$ cat config.mk
export PLATFORM = sky130hd
export DESIGN_NAME = tei_front
export DESIGN_NICKNAME = d
export VERILOG_FILES = /design/src/rtl/tei_pkg.sv /design/src/rtl/tei_front.sv
export SDC_FILE = /design/constraint.sdc
export NUM_CORES = 1
export LEC_CHECK = 0
export BUFFER_PORTS_ARGS = -buffer_cell sky130_fd_sc_hd__buf_2
export CAP_MARGIN = 20
export CORE_AREA = 3 3 152 154
export DETAILED_ROUTE_END_ITERATION = 12
export DIE_AREA = 0 0 155 157
export PLACE_DENSITY_LB_ADDON = 0.15
export RECOVER_POWER = 100
export SLEW_MARGIN = 15
export SYNTH_ARGS = -nofsm -noshare
export SYNTH_HDL_FRONTEND = slang
export SYNTH_SLANG_ARGS = --single-unit
$ cat constraint.sdc
create_clock -name i_clk -period 3.15 [get_ports i_clk]
set_input_delay 0.7875 -clock i_clk [delete_from_list [all_inputs] [get_ports i_clk]]
set_output_delay 0.7875 -clock i_clk [all_outputs]
set_load 0.03 [all_outputs]
$ cat src/rtl/tei_pkg.sv
// Types, codes and defaults for the tree ensemble inference unit.
package tei_pkg;

    localparam int TREES_DEF          = 256;
    localparam int NODES_PER_TREE_DEF = 64;
    localparam int FEATURES_DEF       = 256;
    localparam int QUEUE_DEPTH        = 4;

    localparam logic [1:0] KIND_NODE = 2'd0;
    localparam logic [1:0] KIND_FEAT = 2'd1;
    localparam logic [1:0] KIND_EVAL = 2'd2;

    localparam logic [1:0] REG_GLOBAL_MEAN   = 2'd0;
    localparam logic [1:0] REG_LEARNING_RATE = 2'd1;
    localparam logic [1:0] REG_TREE_COUNT    = 2'd2;

    localparam logic [31:0] GLOBAL_MEAN_RST   = 32'd0;
    localparam logic [15:0] LEARNING_RATE_RST = 16'd655;
    localparam logic [8:0]  TREE_COUNT_RST    = 9'd0;

    typedef struct packed {
        logic [1:0]         kind;
        logic [7:0]         tree_number;
        logic [5:0]         node_number;
        logic [7:0]         feature_number;
        logic signed [31:0] value;
        logic [5:0]         low_child;
        logic [5:0]         high_child;
        logic               is_leaf;
    } t_in_item;

    typedef struct packed {
        logic signed [47:0] prediction;
        logic               walk_fault;
    } t_out_item;

    typedef struct packed {
        logic signed [31:0] global_mean;
        logic [15:0]        learning_rate;
        logic [8:0]         tree_count;
    } t_cfg;

    typedef struct packed {
        logic [7:0]         feature;
        logic signed [31:0] value;
        logic [5:0]         low;
        logic [5:0]         high;
        logic               leaf;
    } t_node;

    localparam int NODE_W = $bits(t_node);

    typedef enum logic [1:0] {
        OP_NODE = 2'd0,
        OP_FEAT = 2'd1,
        OP_EVAL = 2'd2
    } t_op;

    typedef struct packed {
        t_op      op;
        t_in_item item;
    } t_cmd;

endpackage

$ cat src/rtl/tei_front.sv
// Input side: accepts items, drops ignored ones and queues commands.
module tei_front #(
    parameter int TREES          = tei_pkg::TREES_DEF,
    parameter int NODES_PER_TREE = tei_pkg::NODES_PER_TREE_DEF,
    parameter int FEATURES       = tei_pkg::FEATURES_DEF
) (
    input  logic              i_clk,
    input  logic              i_rst_n,
    input  logic              i_push,
    input  tei_pkg::t_in_item i_item,
    output logic              o_full,
    output logic              o_cmd_valid,
    output tei_pkg::t_cmd     o_cmd,
    input  logic              i_cmd_take
);
    import tei_pkg::*;

    localparam int QW = $clog2(QUEUE_DEPTH);

    t_cmd          r_q [QUEUE_DEPTH];
    logic [QW-1:0] r_wp, n_wp;
    logic [QW-1:0] r_rp, n_rp;
    logic [QW:0]   r_cnt, n_cnt;
    logic          keep;
    t_op           op;
    logic          wr;
    logic          rd;

    always_comb begin
        keep = 1'b0;
        op   = OP_EVAL;
        unique case (i_item.kind)
            KIND_NODE: begin
                op   = OP_NODE;
                keep = (32'(i_item.tree_number) < 32'(TREES)) &&
                       (32'(i_item.node_number) < 32'(NODES_PER_TREE));
            end
            KIND_FEAT: begin
                op   = OP_FEAT;
                keep = 32'(i_item.feature_number) < 32'(FEATURES);
            end
            KIND_EVAL: begin
                op   = OP_EVAL;
                keep = 1'b1;
            end
            default: begin
                keep = 1'b0;
            end
        endcase
    end

    assign o_full      = (r_cnt == (QW+1)'(QUEUE_DEPTH));
    assign o_cmd_valid = (r_cnt != '0);
    assign o_cmd       = r_q[r_rp];
    assign wr          = i_push && !o_full && keep;
    assign rd          = i_cmd_take && o_cmd_valid;

    always_comb begin
        n_wp  = wr ? r_wp + 1'b1 : r_wp;
        n_rp  = rd ? r_rp + 1'b1 : r_rp;
        n_cnt = r_cnt + (QW+1)'(wr) - (QW+1)'(rd);
    end

    always_ff @(posedge i_clk) begin
        if (!i_rst_n) begin
            r_wp  <= '0;
            r_rp  <= '0;
            r_cnt <= '0;
        end else begin
            r_wp  <= n_wp;
            r_rp  <= n_rp;
            r_cnt <= n_cnt;
        end
    end

    always_ff @(posedge i_clk) begin
        if (wr) begin
            r_q[r_wp] <= '{op: op, item: i_item};
        end
    end

endmodule

Yosys cells after proc, flatten, opt, wreduce, memory -nomap -nowiden
Memories as Yosys holds them, arrays and structs flattened. A register that Yosys moved wholly into a read port is not among the register bits.
Cells that the tools add are included.
{ "classes": {"add_sub_neg": 4, "eq_ne": 3, "muxes": 6, "n_reduce_logical": 7} }
{ "ops": {"columns": ["operator", "count"], "rows": [
  ["$add A2 B1 Y2 const B", 2],
  ["$mux W2", 2],
  ["$pmux W2 S2", 1],
  ["$add A3 B1 Y3", 1],
  ["$eq A3 B3 Y1 const B", 1],
  ["$logic_and A1 B1 Y1", 3],
  ["$mux W1", 3],
  ["$reduce_bool A3 Y1", 1],
  ["$reduce_or A3 Y1", 1],
  ["$sub A3 B1 Y3", 1],
  ["$eq A2 B1 Y1 const B", 1],
  ["$eq A2 B2 Y1 const B", 1],
  ["$logic_not A2 Y1", 1],
  ["$logic_not A1 Y1", 1]
]} }
{ "word_totals": {"n_memories": 1, "in_bits": 73, "ff_bits": 7, "wordCells": 24, "mem_bits_rw": 284, "output_inout_bits": 73} }
{ "memory_table": {"columns": ["memory", "depth", "word_bits", "read_ports", "rd_ports_with_merged_regs", "write_ports", "line", "text"], "rows": [
  ["r_q", 4, 71, 1, 1, 1, "tei_front.sv:20", "t_cmd r_q [QUEUE_DEPTH];"]
]} }

Logic depth before layout (Yosys ltp)
Gate-level depths: netlist (run 1).
{ "depth": {"depth_word": 6, "depth_mapped": 11, "mapped_depth_nobuf": 11} }

Least setup slack after synthesis (run 1)
Ideal clock, no wire load.
{ "synth_path": {"kind": "input port to flip-flop", "start": "input i_item[68] in the netlist's numbering", "end": "memory r_q[2][0] in the netlist's numbering, enable pin", "required_ps": 2713, "arrival_time_ps": 2840, "stages": 2, "path_slack_ps": -126, "n_path_buf": 0, "cell_sequence": "a211oi_4 and2_1"} }
{ "synth_between": {"elab_chain_len": 6, "elab_cells_between_ends": 8, "classes_between": "eq/ne (2); mux (3); reduce/logical (3)"} }
{ "synth_rtl": {"columns": ["item", "line", "text"], "rows": [
  ["from (decl)", "tei_front.sv:10", "input tei_pkg::t_in_item i_item,"],
  ["$eq A2 B2 Y1, or another cell as far along", "tei_front.sv:32", "unique case (i_item.kind)"],
  ["$reduce_or A3 Y1 (no source line) *", null, null],
  ["$mux W1 *", "tei_front.sv:32", null],
  ["$logic_and A1 B1 Y1 *", "tei_front.sv:55", "assign wr = i_push && !o_full && keep;"],
  ["$mux W1 *", "tei_front.sv:77", "if (wr) begin"],
  ["$mux W1 (implied by the code) *", "tei_front.sv:78", "r_q[r_wp] <= '{op: op, item: i_item};"],
  ["to (decl)", "tei_front.sv:20", null]
]} }
Every way passes the cells marked *; elsewhere a longest branch is shown, timed or not.

==> impl_summary.md, run 1 <==
Status
The flow ran to the end, and the final reports show no timing, DRC or antenna violations.

Place
OpenSTA, run right after detailed placement, puts the worst setup slack at 0.422 ns. During placement, the flow inserted port buffers numbering 145. Detailed placement finished with a half-perimeter wire length of 11.7 mm. Routability-driven placement finished with a final weighted congestion of 0.722. The cell area after placement is 0.0120 mm². In this run, placement finished with an instance count of 843.

Global route
The initial antenna violation count was 1. The via count of the first global-routing pass was 5289. Global routing used 16.0% of the available tracks across all layers. Entering global routing, the biggest net connects 32 pins.

The total overflow left after global routing is 0. The first-pass GRT wire length is 30.0 mm.

Die
In this run the standard cell core region covers 0.0218 mm². The horizontal die dimension is 155 µm. For this configuration, the core starts out at a cell density of 49.6%. The chip height is 157 µm. The die area is 0.0243 mm². The floorplan row count is 54. The top-level port count is 146.

Drt
The routed length per instance is 21.3 µm. In this run, the number of DRC markers left after iteration 0 of detailed routing was 229. Summing over every cut layer, the via total after detailed routing is 4771. The count of nets left with antenna violations once routing finished came out at 0. The pre-antenna-repair detailed-routing pass consisted of 4 iterations. The remaining design rule violation count is 0.

The via-per-instance ratio is 5.31. Summed over all layers, the routed wires come to 19.1 mm.

STA
Across the routed clock network, the largest skew measured is 0.0116 ns. The total count of max-transition violations in the final report is 0. Adding up every negative setup slack in the final design gives 0 ns. Counting I/O delays and the setup requirement, the final critical path takes 2.96 ns. The number of setup violations in the final report is 0. Based on the critical path, the design can be clocked at up to 0.338 GHz. The final critical-path setup slack is 0.189 ns.

For the pin with the worst max-slew slack, the measured transition is 1.23 ns. The number of failing hold endpoints at the final stage is 0. Setup repair after global routing left no endpoint under its margin. The worst slew margin relative to its limit is 18.2%. On the final layout, the worst hold slack is 0.498 ns. The worst path uses 94.0% of the clock period.

Worst setup path
The worst reg2reg path depth is 5. For the worst setup path, the data arrival time is 2.17 ns. Data on the critical path is required at its endpoint by 2.36 ns. The sort of element at the end of the critical path is an output pin. Setup slack on the worst reg-to-reg path comes out at 0.28 ns. The category of the worst setup path launch point is a flop. The worst register-to-register path begins at r_cnt[1]. In this run the worst path has a maximum fanout of 21.

The critical path is of the flop to output pin type.

CTS
The CTS sink count is 293. The number of buffers inserted for hold repair after clock tree synthesis is 0. TritonCTS built the clock tree. The count of cells resized by post-cts repair is 0. The total setup buffers inserted after CTS is 0. In this run, CTS created clock tree buffers numbering 30. The post-CTS clock slew at the launch and capture registers of the worst setup and hold paths is 0.06 ns. The clock latency on the worst-skew pair is 0.55 ns.

CTS built an H-tree with a depth of 1. The buffer cell driving the clock tree root is sky130_fd_sc_hd__clkbuf_16. The largest buffer count on any clock path is 3.

Yosys
The register area share after synthesis is 80.5%. Counting every instance in the synthesized netlist gives 421. Counting every net in the synthesized netlist gives 501. The number of enable flip-flop cells after synthesis is 284.

By area the synthesized netlist is led by sky130_fd_sc_hd__edfxtp_1 79%, sky130_fd_sc_hd__mux4_2 15%, sky130_fd_sc_hd__dfxtp_1 1.7%. The synthesized design devotes to its leading area cell type 78.8% of total area. For this run, the number of Yosys warnings is 0. The most common flop cell mapped by yosys is sky130_fd_sc_hd__edfxtp_1. The synthesized design contains 293 register bits. The cell accounting for the most synthesized area is sky130_fd_sc_hd__edfxtp_1.

The synthesized area per cell is 25.7 µm². The netlist area before placement is 0.0108 mm². The commonest cells after synthesis are 284 x sky130_fd_sc_hd__edfxtp_1, 70 x sky130_fd_sc_hd__mux4_2, 9 x sky130_fd_sc_hd__dfxtp_1. The async set or reset register ratio after synthesis is 0%. The most numerous cell in the Yosys netlist is sky130_fd_sc_hd__edfxtp_1. Counting distinct cell types in the post-synthesis netlist gives 22.

Run
Max-cap violations in this run came to 0.

Layout
The final net count is 675. Relative to the synthesized area, the layout overhead comes to 18.3%. 0 antenna diodes ended up in the layout. Of the cells placed in the final design, the portion with a size suffix greater than 1 is 32.7%. The number of fillers in the final layout is 1631. The final design area excluding fillers is 0.0128 mm².

The final core utilization is 58.7%. The number of non-filler instances in the completed layout is 898.

Power and ir drop
The ratio of total power to cell area is 839 mW/mm². The total leakage power is 4.14 nW. The maximum vdd ir drop is 0.441 mV.

After layout, the design draws a total of 10.8 mW.

Hold path
The worst hold path begins at i_item[65]. Counting instances, the worst hold path has a depth of 1. The type of the worst min-delay path is primary input to flop.
## where the power goes
part	internal (mW)	switching, mW	total (mW)	leakage, nW
logic	0.978	1.59	2.56	0.981
clock network	2.08	1.38	3.46	0.493
registers	4.60	0.129	4.73	2.66
## metal layers
metal  wire [µm]  vias to the layer above  GRT usage (%)
met2       10000                      123           27.8
met5          13                        -              0
li1            -                     2141              -
met1        7470                     2473           20.5
met4         318                        2           3.83
met3        1290                       32           4.15
## registers in the layout, indices dropped and copies added, names as in the netlist, named ones only
register / count
r_cnt: 3
r_q: 284
r_rp: 2
r_wp: 2
## final cells by class
class | count | area, µm² | share of cell area (%)
Clock buffer | 35 | 769 | 6.01
Clock inverter | 20 | 216 | 1.69
Inverter | 6 | 22.5 | 0.176
Multi-Input combinational cell | 104 | 1890 | 14.7
Sequential cell | 293 | 8720 | 68.1
Tap cell | 280 | 350 | 2.74
Timing Repair Buffer | 160 | 845 | 6.59
## layout by cell type (no fill, tap or decap), drive strengths merged, types with 6 or more instances in the layout
cell,count
and2,7
buf,21
clkbuf,174
clkinv,16
dfxtp,9
edfxtp,284
ha,6
inv,6
mux4,71
## logic make-up after synthesis
logic type / Yosys count / synth area share, %
AND/OR/NAND/NOR: 17 / 0.948
AO/OA/AOI/OAI: 3 / 0.347
flip-flops: 293 / 80.5
XOR/XNOR: 4 / 0.324
buffers and inverters: 24 / 2.03
adder cells (fa/ha/maj): 7 / 0.879
multiplexers: 73 / 15.0
## critical path, stage by stage (launching register included)
cell                       delay (ns)
sky130_fd_sc_hd__dfxtp_4         0.51
sky130_fd_sc_hd__buf_6           0.33
sky130_fd_sc_hd__mux4_2          0.56
sky130_fd_sc_hd__clkbuf_2        0.20
## final timing paths
check | to
worst min-delay path | r_q[1][65]
worst max register to register | r_q[1][44]
worst max-delay path | o_cmd[32]
worst min register to register | r_wp[0]
(Power assumes the default switching activity.)
==> run 2: changes to the inputs <==
Settings changed: ABC_AREA set to 1, CORE_AREA 3 3 152 154 to 3 3 153 155, DIE_AREA 0 0 155 157 to 0 0 156 158.
==> impl_summary.md, run 2 <==
Status
The final reports fail on capacitance limit, slew limit. Run status: finished with violations (was completed).

STA
The final clock skew is 0.0134 ns (was 0.0116 ns). The highest achievable clock rate was 0.334 GHz (was 0.338 GHz). The shortest period the worst path allows is 2.99 ns (was 2.96 ns).

The number of failing hold endpoints at the final stage is 0 (unchanged). The total count of max-transition violations in the final report came to 207 (was 0). The number of setup violations in the final report is 0 (unchanged).

The share of the clock period used by the worst path is 95.0% (was 94.0%). The transition at the pin with the smallest max-transition slack is 1.61 ns (was 1.23 ns). The worst slew margin relative to its limit was -7.04% (was 18.2%). Setup repair after global routing missed its margin: no (unchanged).

Worst setup path
The category of the worst setup path launch point is a flop (unchanged). The data arrival time at the worst-slack endpoint is 2.20 ns (was 2.17 ns). Cells along the critical path: inv_6 -> buf_12 -> o21ai_0 -> o22ai_1 -> clkbuf_2 (was buf_6 -> mux4_2 -> clkbuf_2). The required time of the critical path is 2.36 ns (about the same). The largest incremental delay on the critical path was 0.40 ns (was 0.56 ns). The largest delay contributor family on the critical path is buffers and inverters (was multiplexers). The slowest cell on the critical path was sky130_fd_sc_hd__inv_6 (was sky130_fd_sc_hd__mux4_2). The largest fanout on the critical path was 70 (was 21).

The combined buffer and inverter count along the critical path was 3 (was 2). The type of the worst setup path is flop to output pin (unchanged). The worst reg2reg path depth is 5 (unchanged). The sort of element at the end of the critical path is an output pin (unchanged). The critical path depth in cells came to 5 (was 3).

Power and ir drop
The internal power of the cells is 7.17 mW (was 7.66 mW). The power spent charging and discharging nets is 3.49 mW (was 3.10 mW). The proportion of power drawn by the clock network is 29.5% (was 32.2%). The switching portion of total power is 32.7% (was 28.8%). The register share of total power was 44.4% (was 44.0%). The ratio of total power to cell area is 837 mW/mm² (was 839 mW/mm²). The combinational cell fraction of total power is 26.1% (was 23.8%). The total power after layout is 10.7 mW (was 10.8 mW). The maximum vdd ir drop is 0.491 mV (was 0.441 mV). The total leakage power is 4.29 nW (was 4.14 nW).

Place
The global placement routability congestion is 0.746 (was 0.722). The number of input and output port buffers inserted is 145 (unchanged). The half-perimeter wire length after detailed placement is 12.4 mm (was 11.7 mm).

Yosys
Synth top cells by count: 284 x sky130_fd_sc_hd__edfxtp_1, 158 x sky130_fd_sc_hd__nor2_1, 127 x sky130_fd_sc_hd__o21ai_0, 71 x sky130_fd_sc_hd__o22ai_1 (was 284 x sky130_fd_sc_hd__edfxtp_1, 70 x sky130_fd_sc_hd__mux4_2, 9 x sky130_fd_sc_hd__dfxtp_1). The net count after synthesis is 841 (was 501). The count of distinct cell types in the synthesized netlist came to 21 (was 22).

The synthesized area per cell is 14.5 µm² (was 25.7 µm²). The async set or reset register ratio after synthesis was 0% (unchanged). The synthesized instance count is 761 (was 421). The most common flop cell mapped by yosys is sky130_fd_sc_hd__edfxtp_1 (unchanged). The register area share after synthesis came to 78.9% (was 80.5%). The area share of the largest cell type after synthesis is 77.3% (was 78.8%). The netlist area before placement is 0.0110 mm² (was 0.0108 mm²). The most numerous cell in the Yosys netlist is sky130_fd_sc_hd__edfxtp_1 (unchanged). The cell accounting for the most synthesized area is sky130_fd_sc_hd__edfxtp_1 (unchanged). The post-synthesis register bit count is 293 (unchanged). The number of warning messages in the yosys log is 0 (unchanged). Top cells by area in the synthesized netlist: sky130_fd_sc_hd__edfxtp_1 77%, sky130_fd_sc_hd__o21ai_0 5.8%, sky130_fd_sc_hd__nor2_1 5.4% (was sky130_fd_sc_hd__edfxtp_1 79%, sky130_fd_sc_hd__mux4_2 15%, sky130_fd_sc_hd__dfxtp_1 1.7%). The number of enable flip-flop cells after synthesis came to 284 (unchanged).

CTS
The clock buffer count from CTS is 29 (was 30). The H-tree level count is 1 (unchanged). The clock latency on the worst-skew pair was 0.54 ns (was 0.55 ns). The largest buffer count on any clock path is 3 (unchanged). The total setup buffers inserted after CTS is 0 (unchanged). The buffer cell driving the clock tree root is sky130_fd_sc_hd__clkbuf_16 (unchanged). The CTS sink count was 293 (unchanged). The post-CTS clock slew at the launch and capture registers of the worst setup and hold paths came to 0.06 ns (about the same). The clock tree from TritonCTS is done (unchanged).

Layout
The final net count is 985 (was 675). The flip-flop count of the largest register, all copies and words added is 284 (unchanged). The final core utilization came to 58.0% (was 58.7%). Regs by FF count: r_q x284, r_cnt x3 (unchanged). The fraction of final layout cells sized beyond drive strength 1 is 11.7% (was 32.7%). The most common library cell in the layout ignoring fill and taps was sky130_fd_sc_hd__edfxtp_1 (unchanged). The total area of multi-input combinational cells is 0.00195 mm² (was 0.00189 mm²).

Leading cell types in the layout, fill and taps excluded: 284 x sky130_fd_sc_hd__edfxtp_1, 156 x sky130_fd_sc_hd__nor2_1, 127 x sky130_fd_sc_hd__o21ai_0, 107 x sky130_fd_sc_hd__clkbuf_1, 71 x sky130_fd_sc_hd__o22ai_1 (was 284 x sky130_fd_sc_hd__edfxtp_1, 84 x sky130_fd_sc_hd__clkbuf_1, 70 x sky130_fd_sc_hd__mux4_2, 59 x sky130_fd_sc_hd__clkbuf_2, 30 x sky130_fd_sc_hd__clkbuf_16). The register ranked first by flip-flop count was r_q (unchanged). The flip-flop and latch area is 0.00871 mm² (was 0.00872 mm²). The number of fillers in the final layout is 1754 (was 1631).

The post-synthesis to final-layout area growth was 15.4% (was 18.3%).

Die
The die area is 0.0246 mm² (was 0.0243 mm²). The chip height is 158 µm (was 157 µm). The horizontal die dimension is 156 µm (was 155 µm). The initial core utilization is 50.2% (was 49.6%). The top-level port count is 146 (unchanged). The floorplan row count was 54 (unchanged). The area of the placeable core came to 0.0220 mm² (was 0.0218 mm²).

Run
The max-cap violation count is 4 (was 0).

Drt
The wire length reported by the detailed router is 22.7 mm (was 19.1 mm). The via-per-instance ratio was 5.52 (was 5.31). The via count is 6665 (was 4771). The initial detailed-routing violation count is 535 (was 229). The remaining design rule violation count is 0 (unchanged). The number of iterations in the first detailed-routing pass is 4 (unchanged). The number of nets with antenna violations after routing is 0 (unchanged). The routed length per instance is 18.8 µm (was 21.3 µm).

Global route
The first-pass GRT wire length was 35.2 mm (was 30.0 mm). The initial antenna violation count was 2 (was 1). The maximum number of pins on one net before global-route repair was 143 (was 32). The via count of the first global-routing pass is 6783 (was 5289). The residual overflow from global routing was 0 (unchanged). The overall routing resource usage came to 18.3% (was 16.0%).

Hold path
The type of the worst min-delay path is flop to flop (was primary input to flop). The number of cells traversed by the worst hold path is 2 (was 1).
==> run 2: what timing repair did <==
action,4_1_cts,5_1_grt
endpoints found under the setup margin,0,13
gates resized for setup,0,2
hold buffers,0,0
==> run 2: cells by family (layout without fill, tap and decap cells) <==
logic type | Yosys count | count (layout) | share of synthesized area, %
buffers and inverters | 67 | 232 | 3.49
adder cells (fa/ha/maj) | 7 | 7 | 0.862
flip-flops | 293 | 293 | 78.9
AND/OR/NAND/NOR | 179 | 179 | 6.14
other | 0 | 1 | 0
AO/OA/AOI/OAI | 215 | 215 | 10.6
==> run 2: path summary, 6_finish.rpt <==
path | slack, ns | end | from
max | 0.16 | o_cmd[46] | flop
min | 0.49 | flop | r_rp[1]
max reg2reg | 0.44 | r_q[0][67] | r_cnt[1]
min reg2reg | 0.49 | flop | r_rp[1]
==> run 2: per-layer routing <==
| layer | routed length [µm] | GRT usage (%) |
|---|---|---|
| met5 | 21 | 0 |
| met3 | 1330 | 3.66 |
| met4 | 499 | 5.38 |
| met2 | 11200 | 31.9 |
| met1 | 9580 | 23.4 |
==> run 2: layout make-up <==
cell class | count | share of cell area, %
flip-flops and latches | 293 | 68.5
multi-input cells | 401 | 15.3
clock buffers | 45 | 6.42
repair buffers | 160 | 5.92
well taps | 280 | 2.75
inverters | 20 | 0.639
clock inverters | 7 | 0.472
diodes | 1 | 0.0197
==> run 2: worst reg2reg max path: stages, from the launching register on <==
cell and delay, ns:
sky130_fd_sc_hd__dfxtp_1 0.40, sky130_fd_sc_hd__nor2_1 0.09, sky130_fd_sc_hd__nand2_1 0.10, sky130_fd_sc_hd__nand2_1 0.25, sky130_fd_sc_hd__nor2_1 0.23, sky130_fd_sc_hd__clkbuf_2 1.19
==> run 2: metrics by stage <==
stage	TNS, ns	worst slack [ns]	hold WS [ns]	area [µm²]	instances
2_1_floorplan	-65.40	-0.230	0.460	11000	761
3_3_place_gp	0	0.512	0.474	12000	1154
3_5_place_dp	0	0.485	0.481	12000	1154
4_1_cts	0	0.0110	0.440	12900	1206
5_1_grt	0	0.0159	0.498	12700	1206
6_report	0	0.158	0.492	12700	1207
==> run 2: power groups by stage <==
stage / combinational, mW / clock, mW / sequential, mW
final: 2.79 / 3.14 / 4.73
after global routing: 3.06 / 3.40 / 4.75
after detailed placement: 2.91 / 0 / 4.79
after global placement: 2.86 / 0 / 4.78
after CTS: 2.92 / 3.22 / 4.71
after floorplan: 2.05 / 0 / 4.78
==> run 3: changes to the inputs <==
==> constraint.sdc (replaced) <==
create_clock -name i_clk -period 3.15 [get_ports i_clk]
set_input_delay 0.63 -clock i_clk [delete_from_list [all_inputs] [get_ports i_clk]]
set_output_delay 0.63 -clock i_clk [all_outputs]
set_load 0.03 [all_outputs]
==> impl_summary.md, run 3 (same netlist as run 2, synthesis figures left out) <==
Worst setup path
The largest fanout on the critical path is 61 (was 70). The required time of the critical path is 2.52 ns (was 2.36 ns). The data arrival time at the worst-slack endpoint came to 2.32 ns (was 2.20 ns).

The slowest cell on the critical path is sky130_fd_sc_hd__dfxtp_4 (was sky130_fd_sc_hd__inv_6). The category of the worst setup path launch point is a flop (unchanged). Cells along the critical path: inv_6 -> buf_12 -> nor2_1 -> o22ai_1 -> clkbuf_2 (was inv_6 -> buf_12 -> o21ai_0 -> o22ai_1 -> clkbuf_2). The worst reg2reg path depth is 5 (unchanged). The capture point of the worst reg-to-reg path is r_q[3][49] (was r_q[0][67]).

The worst reg2reg path startpoint was r_cnt[1] (unchanged). The type of the worst setup path is flop to output pin (unchanged). The setup slack of the worst register-to-register path is 0.66 ns (was 0.44 ns). The largest incremental delay on the critical path came to 0.45 ns (was 0.40 ns). The sort of element at the end of the critical path is an output pin (unchanged).

STA
The shortest period the worst path allows is 2.95 ns (was 2.99 ns). The number of failing hold endpoints at the final stage is 0 (unchanged). The highest achievable clock rate is 0.339 GHz (was 0.334 GHz). The share of the clock period used by the worst path is 93.5% (was 95.0%). The total count of max-transition violations in the final report is 0 (was 207). The worst slew margin relative to its limit is 11.7% (was -7.04%).

The number of setup violations in the final report was 0 (unchanged). The transition at the pin with the smallest max-transition slack is 1.33 ns (was 1.61 ns). Setup repair after global routing missed its margin: no (unchanged). The final critical-path setup slack is 0.204 ns (was 0.158 ns). The final clock skew is 0.0177 ns (was 0.0134 ns).

Power and ir drop
The total leakage power is 4.39 nW (was 4.29 nW). The ratio of total power to cell area is 867 mW/mm² (was 837 mW/mm²). The maximum vdd ir drop was 0.661 mV (was 0.491 mV).

CTS
The total setup buffers inserted after CTS is 0 (unchanged). The count of cells resized by post-cts repair is 0 (unchanged). The largest buffer count on any clock path is 3 (unchanged). The H-tree level count is 1 (unchanged). The clock buffer count from CTS is 30 (was 29). The CTS sink count was 293 (unchanged). The buffer cell driving the clock tree root is sky130_fd_sc_hd__clkbuf_16 (unchanged). The number of buffers inserted for hold repair after clock tree synthesis is 0 (unchanged).

The clock tree from TritonCTS is done (unchanged). The clock latency on the worst-skew pair is 0.54 ns (about the same). The post-CTS clock slew at the launch and capture registers of the worst setup and hold paths is 0.06 ns (about the same).

Place
The cell area after placement is 0.0120 mm² (about the same). The global placement routability congestion was 0.724 (was 0.746). The half-perimeter wire length after detailed placement was 13.1 mm (was 12.4 mm).

The worst slack at placement is 0.618 ns (was 0.485 ns). The number of input and output port buffers inserted is 145 (unchanged).

Layout
The fraction of final layout cells sized beyond drive strength 1 is 13.9% (was 11.7%). The final net count is 988 (was 985). The post-synthesis to final-layout area growth was 16.8% (was 15.4%). Leading cell types in the layout, fill and taps excluded: 284 x sky130_fd_sc_hd__edfxtp_1, 158 x sky130_fd_sc_hd__nor2_1, 127 x sky130_fd_sc_hd__o21ai_0, 85 x sky130_fd_sc_hd__clkbuf_1, 71 x sky130_fd_sc_hd__o22ai_1 (was 284 x sky130_fd_sc_hd__edfxtp_1, 156 x sky130_fd_sc_hd__nor2_1, 127 x sky130_fd_sc_hd__o21ai_0, 107 x sky130_fd_sc_hd__clkbuf_1, 71 x sky130_fd_sc_hd__o22ai_1). The flip-flop count of the largest register, all copies and words added was 284 (unchanged). The register ranked first by flip-flop count is r_q (unchanged). Regs by FF count: r_q x284, r_cnt x3 (unchanged). The final design area excluding fillers is 0.0129 mm² (was 0.0127 mm²). The most common library cell in the layout ignoring fill and taps is sky130_fd_sc_hd__edfxtp_1 (unchanged). The final core utilization was 58.7% (was 58.0%).

Hold path
The type of the worst min-delay path is primary input to flop (was flop to flop). The origin of the worst min-delay path is i_item[46] (was r_rp[1]). The number of cells traversed by the worst hold path is 1 (was 2). The worst hold path terminates at r_q[1][46].

Drt
The number of iterations in the first detailed-routing pass was 5 (was 4). The via count is 6691 (was 6665). The wire length reported by the detailed router was 23.2 mm (was 22.7 mm). The via-per-instance ratio came to 5.53 (was 5.52). The routed length per instance was 19.1 µm (was 18.8 µm). The remaining design rule violation count was 0 (unchanged). The number of nets with antenna violations after routing came to 0 (unchanged). The initial detailed-routing violation count is 335 (was 535).

Global route
The initial antenna violation count is 1 (was 2). The overall routing resource usage came to 18.5% (was 18.3%). The first-pass GRT wire length is 35.8 mm (was 35.2 mm). The maximum number of pins on one net before global-route repair is 115 (was 143).

The residual overflow from global routing is 0 (unchanged). The via count of the first global-routing pass is 6853 (was 6783).

Die
The floorplan row count is 54 (unchanged). The top-level port count is 146 (unchanged). The horizontal die dimension is 156 µm (unchanged). The area of the placeable core came to 0.0220 mm² (unchanged).

The chip height is 158 µm (unchanged). The die area was 0.0246 mm² (unchanged). The initial core utilization is 50.2% (unchanged).

Status
Run status: completed (was finished with violations).

Run
The max-cap violation count came to 0 (was 4).
-- run 3: cell types whose count changed in the layout (fill, tap and decap cells not counted), moves of 2 or more --
cell,delta
sky130_fd_sc_hd__bufinv_16,+5
sky130_fd_sc_hd__clkbuf_1,-22
sky130_fd_sc_hd__clkbuf_2,+15
sky130_fd_sc_hd__clkinv_1,+3
sky130_fd_sc_hd__clkinvlp_4,+5
sky130_fd_sc_hd__nor2_1,+2
sky130_fd_sc_hd__nor2_4,-2
-- run 3: power by group --
| group | switching (mW) | leakage (nW) | internal, mW |
|---|---|---|---|
| clock network | 1.37 | 0.492 | 2.27 |
| logic | 2.09 | 1.24 | 0.676 |
| registers | 0.117 | 2.66 | 4.64 |
| total | 3.59 | 4.39 | 7.58 |
-- run 3: per-stage QoR --
stage          TNS, ns  hold WS [ns]  cells  power [mW]
3_3_place_gp         0         0.470   1156        7.59
2_1_floorplan   -20.67         0.460    761        6.84
6_report             0         0.340   1211        11.2
4_1_cts              0         0.274   1210        11.3
3_5_place_dp         0         0.486   1156        7.68
5_1_grt              0         0.327   1210        11.7
-- run 3: how the worst max path moves through the flow --
stage	end	slack, ns	cells after the start
floorplan	r_q[0][0]	-0.07	4
global placement	r_cnt[2]	0.68	10
detailed placement	r_cnt[2]	0.62	10
finish	o_cmd[56]	0.20	5
global route	o_cmd[42]	0.02	5
CTS	o_cmd[42]	0.17	5
-- run 3: critical path: cells and delay by family (launching register included) --
family                 cells  cell delay (ns)
AO/OA/AOI/OAI              1             0.27
AND/OR/NAND/NOR            1             0.08
flip-flops                 1             0.45
buffers and inverters      3             0.95
-- run 3: per-layer routing --
| metal | vias to the layer above | part of all wire [%] | wire [µm] | global-route usage, % |
|---|---|---|---|---|
| met2 | 164 | 51 | 11800 | 33.3 |
| met5 | - | 0.056 | 13 | 0 |
| met1 | 3353 | 41 | 9550 | 22.7 |
| met4 | 2 | 2.1 | 488 | 5.30 |
| li1 | 3131 | - | - | - |
| met3 | 41 | 5.5 | 1280 | 4.05 |
-- run 3: final cells by class --
cell class	count	area (µm²)
Fill cell	1743	9080
Clock inverter	20	255
Tap cell	280	350
Sequential cell	293	8710
Timing Repair Buffer	162	758
Antenna cell	1	2.50
Inverter	20	80.1
Clock buffer	34	787
Multi-Input combinational cell	401	1930
